[src/rtl/alc_pkg.sv]
// ----------------------------------------------------------------------------
// alc_pkg: shared types and constants of the access lockout controller
// Item layouts, configuration register set, mode and event codes.
// ----------------------------------------------------------------------------
package alc_pkg;

  localparam int UID_W    = 32;
  localparam int MS_W     = 16;
  localparam int FAIL_W   = 4;
  localparam int REMAIN_W = 7;
  localparam int CFG_IDX_W  = 3;
  localparam int CFG_DATA_W = 32;

  // input item kinds
  localparam logic [1:0] KIND_TICK   = 2'd0;
  localparam logic [1:0] KIND_CARD   = 2'd1;
  localparam logic [1:0] KIND_ABSENT = 2'd2;
  localparam logic [1:0] KIND_PIN    = 2'd3;

  // reported mode codes
  localparam logic [1:0] MODE_CODE_IDLE     = 2'd0;
  localparam logic [1:0] MODE_CODE_UNLOCKED = 2'd1;
  localparam logic [1:0] MODE_CODE_DENIED   = 2'd2;
  localparam logic [1:0] MODE_CODE_LOCKOUT  = 2'd3;

  // event codes
  localparam logic [2:0] EV_NONE     = 3'd0;
  localparam logic [2:0] EV_CARD_OK  = 3'd1;
  localparam logic [2:0] EV_PIN_OK   = 3'd2;
  localparam logic [2:0] EV_CARD_BAD = 3'd3;
  localparam logic [2:0] EV_PIN_BAD  = 3'd4;
  localparam logic [2:0] EV_LOCKOUT  = 3'd5;
  localparam logic [2:0] EV_RELOCKED = 3'd6;

  // configuration register indexes
  localparam logic [CFG_IDX_W-1:0] CFG_UNLOCK_MS    = 3'd0;
  localparam logic [CFG_IDX_W-1:0] CFG_DENIED_MS    = 3'd1;
  localparam logic [CFG_IDX_W-1:0] CFG_LOCKOUT_MS   = 3'd2;
  localparam logic [CFG_IDX_W-1:0] CFG_MAX_FAILURES = 3'd3;
  localparam logic [CFG_IDX_W-1:0] CFG_CARD_UID_A   = 3'd4;
  localparam logic [CFG_IDX_W-1:0] CFG_CARD_UID_B   = 3'd5;
  localparam logic [CFG_IDX_W-1:0] CFG_CARD_ENABLE  = 3'd6;

  // configuration reset values
  localparam logic [MS_W-1:0]   UNLOCK_MS_RST    = 16'd5000;
  localparam logic [MS_W-1:0]   DENIED_MS_RST    = 16'd2000;
  localparam logic [MS_W-1:0]   LOCKOUT_MS_RST   = 16'd30000;
  localparam logic [FAIL_W-1:0] MAX_FAILURES_RST = 4'd5;
  localparam logic [UID_W-1:0]  CARD_UID_A_RST   = 32'h1A18_0E01;
  localparam logic [UID_W-1:0]  CARD_UID_B_RST   = 32'h0000_0000;
  localparam logic [1:0]        CARD_ENABLE_RST  = 2'b01;

  localparam logic [FAIL_W-1:0] FAIL_SAT = 4'd15;
  localparam logic [MS_W-1:0]   MS_SAT   = 16'hFFFF;

  // floor(x / 1000) for 16-bit x as (x * RECIP_1000) >> RECIP_SHIFT
  localparam int               RECIP_SHIFT = 26;
  localparam logic [16:0]      RECIP_1000  = 17'd67109;

  typedef enum logic [3:0] {
    MODE_IDLE     = 4'b0001,
    MODE_UNLOCKED = 4'b0010,
    MODE_DENIED   = 4'b0100,
    MODE_LOCKOUT  = 4'b1000
  } mode_t;

  typedef struct packed {
    logic [1:0]       kind;
    logic [UID_W-1:0] card_uid;
    logic             pin_ok;
  } in_item_t;

  typedef struct packed {
    logic [1:0]          mode;
    logic                door_open;
    logic [2:0]          event_res;
    logic                matched_entry;
    logic [FAIL_W-1:0]   failures;
    logic [REMAIN_W-1:0] remain_seconds;
  } out_item_t;

  typedef struct packed {
    logic [MS_W-1:0]   unlock_ms;
    logic [MS_W-1:0]   denied_ms;
    logic [MS_W-1:0]   lockout_ms;
    logic [FAIL_W-1:0] max_failures;
    logic [UID_W-1:0]  card_uid_a;
    logic [UID_W-1:0]  card_uid_b;
    logic [1:0]        card_enable;
  } cfg_t;

endpackage

[src/rtl/alc_cfg.sv]
// ----------------------------------------------------------------------------
// alc_cfg: configuration register file
// Holds timing limits, failure limit and the card table; write only.
// ----------------------------------------------------------------------------
module alc_cfg (
  input  logic                         clk,
  input  logic                         rst_n,
  input  logic                         cfg_we,
  input  logic [alc_pkg::CFG_IDX_W-1:0]  cfg_index,
  input  logic [alc_pkg::CFG_DATA_W-1:0] cfg_wdata,
  output alc_pkg::cfg_t                cfg
);
  import alc_pkg::*;

  cfg_t cfg_r;

  always_ff @(posedge clk) begin
    if (!rst_n) begin
      cfg_r.unlock_ms    <= UNLOCK_MS_RST;
      cfg_r.denied_ms    <= DENIED_MS_RST;
      cfg_r.lockout_ms   <= LOCKOUT_MS_RST;
      cfg_r.max_failures <= MAX_FAILURES_RST;
      cfg_r.card_uid_a   <= CARD_UID_A_RST;
      cfg_r.card_uid_b   <= CARD_UID_B_RST;
      cfg_r.card_enable  <= CARD_ENABLE_RST;
    end else if (cfg_we) begin
      unique case (cfg_index)
        CFG_UNLOCK_MS:    cfg_r.unlock_ms    <= cfg_wdata[MS_W-1:0];
        CFG_DENIED_MS:    cfg_r.denied_ms    <= cfg_wdata[MS_W-1:0];
        CFG_LOCKOUT_MS:   cfg_r.lockout_ms   <= cfg_wdata[MS_W-1:0];
        CFG_MAX_FAILURES: cfg_r.max_failures <= cfg_wdata[FAIL_W-1:0];
        CFG_CARD_UID_A:   cfg_r.card_uid_a   <= cfg_wdata[UID_W-1:0];
        CFG_CARD_UID_B:   cfg_r.card_uid_b   <= cfg_wdata[UID_W-1:0];
        CFG_CARD_ENABLE:  cfg_r.card_enable  <= cfg_wdata[1:0];
        default: ;  // unknown index: drop the write
      endcase
    end
  end

  assign cfg = cfg_r;

endmodule

[src/rtl/alc_core.sv]
// ----------------------------------------------------------------------------
// alc_core: access mode state and per-item decision logic
// Updates mode, failure count, elapsed time and last-card memory once per
// item and forms the result item.
// ----------------------------------------------------------------------------
module alc_core #(
  parameter int CARD_ENTRIES = 2
) (
  input  logic                clk,
  input  logic                rst_n,
  input  logic                step,
  input  alc_pkg::in_item_t   item,
  input  alc_pkg::cfg_t       cfg,
  output alc_pkg::out_item_t  result
);
  import alc_pkg::*;

  mode_t              mode_r, mode_nxt;
  logic [FAIL_W-1:0]  fail_r, fail_nxt;
  logic [MS_W-1:0]    elapsed_r, elapsed_nxt;
  logic [UID_W-1:0]   prev_uid_r, prev_uid_nxt;
  logic               prev_valid_r, prev_valid_nxt;

  logic [2:0]         ev;
  logic               entry;
  logic               hit_a, hit_b;
  logic [FAIL_W-1:0]  fail_inc;
  logic [MS_W-1:0]    elapsed_inc;
  logic [MS_W-1:0]    limit;
  logic [MS_W-1:0]    diff;
  logic [32:0]        prod;
  logic [REMAIN_W-1:0] remain;
  logic [1:0]         mode_code;

  assign hit_a = cfg.card_enable[0] && (item.card_uid == cfg.card_uid_a);
  assign hit_b = (CARD_ENTRIES > 1) && cfg.card_enable[1] &&
                 (item.card_uid == cfg.card_uid_b);

  assign fail_inc    = (fail_r != FAIL_SAT) ? fail_r + 4'd1 : fail_r;
  assign elapsed_inc = (elapsed_r != MS_SAT) ? elapsed_r + 16'd1 : elapsed_r;

  always_comb begin
    unique case (mode_r)
      MODE_UNLOCKED: limit = cfg.unlock_ms;
      MODE_DENIED:   limit = cfg.denied_ms;
      default:       limit = cfg.lockout_ms;
    endcase
  end

  always_comb begin
    mode_nxt       = mode_r;
    fail_nxt       = fail_r;
    elapsed_nxt    = elapsed_r;
    prev_uid_nxt   = prev_uid_r;
    prev_valid_nxt = prev_valid_r;
    ev             = EV_NONE;
    entry          = 1'b0;

    unique case (mode_r)
      MODE_IDLE: begin
        unique case (item.kind)
          KIND_CARD: begin
            if (!prev_valid_r || (item.card_uid != prev_uid_r)) begin
              prev_uid_nxt   = item.card_uid;
              prev_valid_nxt = 1'b1;
              elapsed_nxt    = '0;
              if (hit_a || hit_b) begin
                entry    = !hit_a;
                fail_nxt = '0;
                mode_nxt = MODE_UNLOCKED;
                ev       = EV_CARD_OK;
              end else begin
                fail_nxt = fail_inc;
                if (fail_inc >= cfg.max_failures) begin
                  mode_nxt = MODE_LOCKOUT;
                  ev       = EV_LOCKOUT;
                end else begin
                  mode_nxt = MODE_DENIED;
                  ev       = EV_CARD_BAD;
                end
              end
            end
          end
          KIND_ABSENT: prev_valid_nxt = 1'b0;
          KIND_PIN: begin
            elapsed_nxt = '0;
            if (item.pin_ok) begin
              fail_nxt = '0;
              mode_nxt = MODE_UNLOCKED;
              ev       = EV_PIN_OK;
            end else begin
              fail_nxt = fail_inc;
              if (fail_inc >= cfg.max_failures) begin
                mode_nxt = MODE_LOCKOUT;
                ev       = EV_LOCKOUT;
              end else begin
                mode_nxt = MODE_DENIED;
                ev       = EV_PIN_BAD;
              end
            end
          end
          default: ;  // tick in idle does nothing
        endcase
      end
      default: begin
        // timed modes only react to ticks
        if (item.kind == KIND_TICK) begin
          if (elapsed_inc >= limit) begin
            if (mode_r == MODE_UNLOCKED) ev = EV_RELOCKED;
            if (mode_r == MODE_LOCKOUT) fail_nxt = '0;
            mode_nxt       = MODE_IDLE;
            elapsed_nxt    = '0;
            prev_valid_nxt = 1'b0;
          end else begin
            elapsed_nxt = elapsed_inc;
          end
        end
      end
    endcase
  end

  // remaining lockout seconds: floor(diff / 1000) + 1
  assign diff = cfg.lockout_ms - elapsed_nxt;
  assign prod = {17'd0, diff} * {16'd0, RECIP_1000};

  always_comb begin
    if ((mode_nxt == MODE_LOCKOUT) && (elapsed_nxt < cfg.lockout_ms))
      remain = prod[RECIP_SHIFT +: REMAIN_W] + 7'd1;
    else
      remain = '0;
  end

  always_comb begin
    unique case (mode_nxt)
      MODE_UNLOCKED: mode_code = MODE_CODE_UNLOCKED;
      MODE_DENIED:   mode_code = MODE_CODE_DENIED;
      MODE_LOCKOUT:  mode_code = MODE_CODE_LOCKOUT;
      default:       mode_code = MODE_CODE_IDLE;
    endcase
  end

  assign result.mode           = mode_code;
  assign result.door_open      = (mode_nxt == MODE_UNLOCKED);
  assign result.event_res      = ev;
  assign result.matched_entry  = entry;
  assign result.failures       = fail_nxt;
  assign result.remain_seconds = remain;

  always_ff @(posedge clk) begin
    if (!rst_n) begin
      mode_r       <= MODE_IDLE;
      fail_r       <= '0;
      elapsed_r    <= '0;
      prev_uid_r   <= '0;
      prev_valid_r <= 1'b0;
    end else if (step) begin
      mode_r       <= mode_nxt;
      fail_r       <= fail_nxt;
      elapsed_r    <= elapsed_nxt;
      prev_uid_r   <= prev_uid_nxt;
      prev_valid_r <= prev_valid_nxt;
    end
  end

endmodule

[src/rtl/access_lockout_controller_unit.sv]
// ----------------------------------------------------------------------------
// access_lockout_controller_unit: door access controller top level
// Card / PIN / tick items drive idle, unlocked, denied and lockout modes.
// ----------------------------------------------------------------------------
//  port group | direction | handshake          | payload
//  in_*       | input     | in_valid/in_stall  | in_item_t (kind, uid, pin_ok)
//  out_*      | output    | out_valid/out_stall| out_item_t (mode .. remain)
//  cfg_*      | input     | cfg_we             | cfg_index, cfg_wdata
//
//  One item per cycle sustained while out_stall is low; out_valid rises once
//  the item has passed the input register and then the result register
//  after the mode logic, and the result then leaves when out_stall is low.
//  The mode state updates in the cycle the item leaves the input register.
//  Reset is synchronous: mode idle, counters and card memory cleared, config
//  registers at defaults. out_stall backs up into in_stall only when both
//  the result and input registers hold an item.
// ----------------------------------------------------------------------------
module access_lockout_controller_unit #(
  parameter int CARD_ENTRIES = 2
) (
  input  logic                           clk,
  input  logic                           rst_n,
  input  logic                           in_valid,
  output logic                           in_stall,
  input  alc_pkg::in_item_t              in_data,
  output logic                           out_valid,
  input  logic                           out_stall,
  output alc_pkg::out_item_t             out_data,
  input  logic                           cfg_we,
  input  logic [alc_pkg::CFG_IDX_W-1:0]  cfg_index,
  input  logic [alc_pkg::CFG_DATA_W-1:0] cfg_wdata
);
  import alc_pkg::*;

  cfg_t      cfg;
  in_item_t  in_item_r;
  logic      in_valid_r;
  out_item_t out_item_r;
  logic      out_valid_r;
  out_item_t result;
  logic      step;

  // advance when the result register is empty or being drained
  assign step     = in_valid_r && (!out_valid_r || !out_stall);
  assign in_stall = in_valid_r && !step;

  alc_cfg u_cfg (
    .clk       (clk),
    .rst_n     (rst_n),
    .cfg_we    (cfg_we),
    .cfg_index (cfg_index),
    .cfg_wdata (cfg_wdata),
    .cfg       (cfg)
  );

  alc_core #(
    .CARD_ENTRIES (CARD_ENTRIES)
  ) u_core (
    .clk    (clk),
    .rst_n  (rst_n),
    .step   (step),
    .item   (in_item_r),
    .cfg    (cfg),
    .result (result)
  );

  always_ff @(posedge clk) begin
    if (!rst_n) begin
      in_valid_r <= 1'b0;
    end else if (!in_stall) begin
      in_valid_r <= in_valid;
    end
  end

  always_ff @(posedge clk) begin
    if (!in_stall && in_valid) in_item_r <= in_data;
  end

  always_ff @(posedge clk) begin
    if (!rst_n) begin
      out_valid_r <= 1'b0;
    end else if (step) begin
      out_valid_r <= 1'b1;
    end else if (!out_stall) begin
      out_valid_r <= 1'b0;
    end
  end

  always_ff @(posedge clk) begin
    if (step) out_item_r <= result;
  end

  assign out_valid = out_valid_r;
  assign out_data  = out_item_r;

endmodule

[config.mk]
export PLATFORM = sky130hd
export DESIGN_NAME = access_lockout_controller_unit
export DESIGN_NICKNAME = d
export VERILOG_FILES = /design/src/rtl/alc_pkg.sv /design/src/rtl/alc_cfg.sv /design/src/rtl/alc_core.sv /design/src/rtl/access_lockout_controller_unit.sv
export SDC_FILE = /design/constraint.sdc
export NUM_CORES = 1
export LEC_CHECK = 0
export BUFFER_PORTS_ARGS = -buffer_cell sky130_fd_sc_hd__buf_2
export CORE_MARGIN = 2
export CORE_UTILIZATION = 38
export DETAILED_ROUTE_END_ITERATION = 10
export GPL_TIMING_DRIVEN = 0
export PLACE_DENSITY_LB_ADDON = 0.12
export SLEW_MARGIN = 5
export SYNTH_ARGS = -nofsm -noshare
export SYNTH_HDL_FRONTEND = slang
export SYNTH_SLANG_ARGS = --single-unit
[constraint.sdc]
create_clock -name clk -period 9.8 [get_ports clk]
set_input_delay 0 -clock clk [delete_from_list [all_inputs] [get_ports clk]]
set_output_delay 0 -clock clk [all_outputs]
set_load 0.05 [all_outputs]
==> summary.md <==
| Metric | Value |
|---|---|
| WHS Path Cells | `2` |
| FILL cells | `3659` |
| Synth top area share | `0.240` |
| Vias per cell | `about 5` |
| Synth area leaders | `dfxtp_1 (24%), ha_1 (14%), edfxtp_1 (11%)` |
| DRT Wirelength | `approximately 45000 um` |
| Worst r2r dst | `out_data[6]$_SDFFCE_PN0P_` |
| Final Power | `3.29 mW` |
| Layout Cells excl Fill | `between 2000 and 2500` |
| Clock period minus worst slack | `roughly 9.8 ns` |
| Reg2reg start | `u_core.elapsed_r[0]$_SDFFE_PN0P_` |
| Max-slew headroom | `0.325` |
| Die width | `around 200 um` |
| Max incr delay on CP | `0.53 ns` |
| Lkg Pwr | `between 8 and 9 nW` |
| GRT overflow | `0` |
| Routed vias | `12500` |
| Largest net degree at the start of global routing | `31` |
| Synth Flop Type | `dfxtp_1` |
| Initial DRC count | `between 700 and 800` |
| Antenna cell count | `0` |
| Layout net count | `between 2000 and 2500` |
| Avg Cell Area, Syn | `8.95 um2` |
| CTS tree | `built` |
| Slew Limit Fails | `0` |
| Crit path top cell by count | `o21ai_1` |
| DR WL/cell | `18.2 um` |
| Syn Nets | `1931` |
| Data required, critical path | `around 10 ns` |
| Final antenna-violating net count | `0` |
| Final worst setup slack | `-0.0150 ns` |
| Vias in the first global route | `12000` |
| Clk slew on worst S/H paths | `0.06 ns` |
| CTS Buf Count | `26` |
| Status | `finished with violations` |
| Reg2Reg Setup Slack | `-0.02 ns` |
| Crit path arrival time | `just over 10 ns` |
| Synth Instances | `around 1600` |
| Initial antenna violation count | `0` |
| Tcrit/Tclk final | `1.00` |
| Largest delay share family, worst path | `adder cells` |
| HP Class | `in -> reg` |
| Clk sink count | `230` |
| Netlist cell types | `79` |
| Grt met1 use | `0.323` |
| Final core utilization | `0.486` |
| Sequential area share after synthesis | `0.348` |
| Hold path endpoint | `in_item_r[17]$_DFFE_PP_` |
| GR peak layer | `met2` |
| Placed cells | `about 2300` |
| Max clock buf depth | `3` |
| Hold Fails Final Rpt | `0` |
| Maxcap violations | `0` |
| Reg2Reg Depth | `48` |
| Min Hold Slack | `0.161 ns` |
| Crit path launch type | `flip-flop` |
| Final HPWL DP | `32800 um` |
| RSZ-0062 raised after global routing | `true` |
| Critical-path cell with the highest stage delay | `fa_2` |
| Synthesized flop and latch total | `230` |
| Slew @ Worst Pin | `1.00 ns` |
| Skew final | `0.0216 ns` |
| CP Capture Type | `flip-flop` |
| Row count | `72` |
| Initial Utilization | `0.383` |
| Bufs and invs on worst path | `5` |
| Most frequent cells after synthesis | `nand2_1 (297), dfxtp_1 (177), ha_1 (169)` |
| CP Launch Point | `u_core.elapsed_r[0]$_SDFFE_PN0P_` |
| Clock Latency Late Sink | `0.55 ns` |
| CTS H-tree lvls | `1` |
| Post-synthesis async set-or-reset flop share | `0` |
| Count leader, synth | `nand2_1` |
| Pre-Repair DR Iteration Count | `6` |
| Gpl congestion | `0.840` |
| GR Layer Usage met2 | `0.332` |
| GRT Util Overall | `0.216` |
| Power density cells | `176 nW/um2` |
| PortBufs | `93` |
| Max VDD drop | `roughly 0.12 mV` |
| Crit Path Category | `reg -> reg` |
| Core area | `about 38000 um2` |
| Worst-path fanout max | `6` |
| Area delta synth->final | `26.7%` |
| GR Layer Usage met3 | `0.0343` |
| First-pass GRT wire length | `68200 um` |
| Fraction of layout cells with a size suffix above 1 | `0.174` |
| Post-route cell area | `18700 um2` |
| HP Start | `in_data[17]` |
| Dpl cell area | `15900 um2` |
| Final setup fails | `2` |
| Remaining DRCs | `0` |
| Area leader, netlist | `dfxtp_1` |
| Syn Std Cell Area | `14700 um2` |
| Synth warn | `0` |
| DIE AREA | `40400 um2` |
| IO Pins | `95` |
| Root buffer cell | `clkbuf_16` |
| Failing checks | `negative setup slack` |
| Max frequency | `about 0.1 GHz` |
| Die span in y | `201 um` |
| Post-synth EDFFs | `53` |
==> worst reg2reg max path, delay by kind of cell, from the launching register on <==
family | cells | cell delay, ns
DFF | 1 | 0.37
AOI/OAI and AO/OA | 16 | 2.36
and+or+nand+nor | 13 | 2.32
adders and majority gates | 11 | 3.56
xor gates and xnor gates | 3 | 0.48
buffers and inverters | 5 | 0.58
==> report_power, final <==
group / switching, mW / total (mW) / internal [mW] / leakage (nW)
sequential: 0.0313 / 1.03 / 1.00 / 1.96
clock: 0.396 / 0.937 / 0.542 / 0.396
combinational: 0.730 / 1.32 / 0.594 / 5.71
total: 1.16 / 3.29 / 2.14 / 8.06
==> sequential cells by signal, summed over array words and instances, names as in the netlist <==
register and count:
u_cfg.cfg 118, u_core.prev_valid_r 1, out_valid 1, out_data 18, u_core.prev_uid_r 32, u_core.mode_r 4
in_item_r 35, u_core.fail_r 4, in_valid_r 1, u_core.elapsed_r 16
==> final cells by class <==
| cell class | instances | area [um2] | share of cell area |
|---|---|---|---|
| clock inverters | 7 | 75.1 | 0.00402 |
| well taps | 518 | 648 | 0.0347 |
| multi-input cells | 1238 | 9620 | 0.515 |
| inverters | 121 | 454 | 0.0243 |
| plain buffers | 55 | 240 | 0.0129 |
| repair buffers | 235 | 1770 | 0.0947 |
| clock buffers | 40 | 733 | 0.0392 |
| flip-flops and latches | 230 | 5150 | 0.276 |
==> cell families after synthesis <==
logic type	count (synthesis)	synth area share
buffers and inverters	179	0.0474
flip-flops	230	0.348
AND/OR/NAND/NOR	575	0.177
AO/OA/AOI/OAI	280	0.121
adder cells (fa/ha/maj)	209	0.198
XOR/XNOR	133	0.0800
multiplexers	41	0.0283
==> how the worst max path moves through the flow <==
stage / cells past startpoint / to / slack [ns]
after floorplan: 42 / out_data[4]$_SDFFCE_PN0P_ / 0.04
final: 48 / out_data[6]$_SDFFCE_PN0P_ / -0.02
after detailed placement: 44 / out_data[6]$_SDFFCE_PN0P_ / -2.49
after global placement: 44 / out_data[6]$_SDFFCE_PN0P_ / -2.39
after global routing: 48 / out_data[2]$_SDFFCE_PN0P_ / -0.37
after CTS: 46 / out_data[6]$_SDFFCE_PN0P_ / 0.009
==> placed cells by master (no fill, tap or decap), types with 53 or more instances in the layout <==
cell / count
nand3_1: 58
edfxtp_1: 53
ha_1: 154
a21oi_1: 128
buf_2: 98
inv_1: 116
dlygate4sd3_1: 77
nor2_1: 93
nand2_1: 292
dfxtp_1: 171
xnor2_1: 72
buf_4: 64
==> metrics by stage <==
step / setup WS (ns) / TNS (ns)
floorplan: 0.0389 / 0
global placement: -2.39 / -15.06
detailed placement: -2.49 / -15.71
CTS: 0.00919 / 0
global route: -0.371 / -1.57
finish: -0.0150 / -0.0196
==> per-layer routing <==
layer	part of all wire	wire length, um	vias to the layer above
li1	-	-	6183
met1	0.50	22100	5961
met2	0.43	19300	296
met3	0.054	2400	44
met4	0.018	799	0
met5	0	0	-
==> what timing repair did <==
action	4_1_cts	5_1_grt
setup buffers	44	20
pin swaps	62	42
hold endpoints to repair	162	0
hold buffers	77	0
setup endpoints to repair	7	7
resized for setup	96	50
No activity file was read; power rests on OpenSTA's default activity.
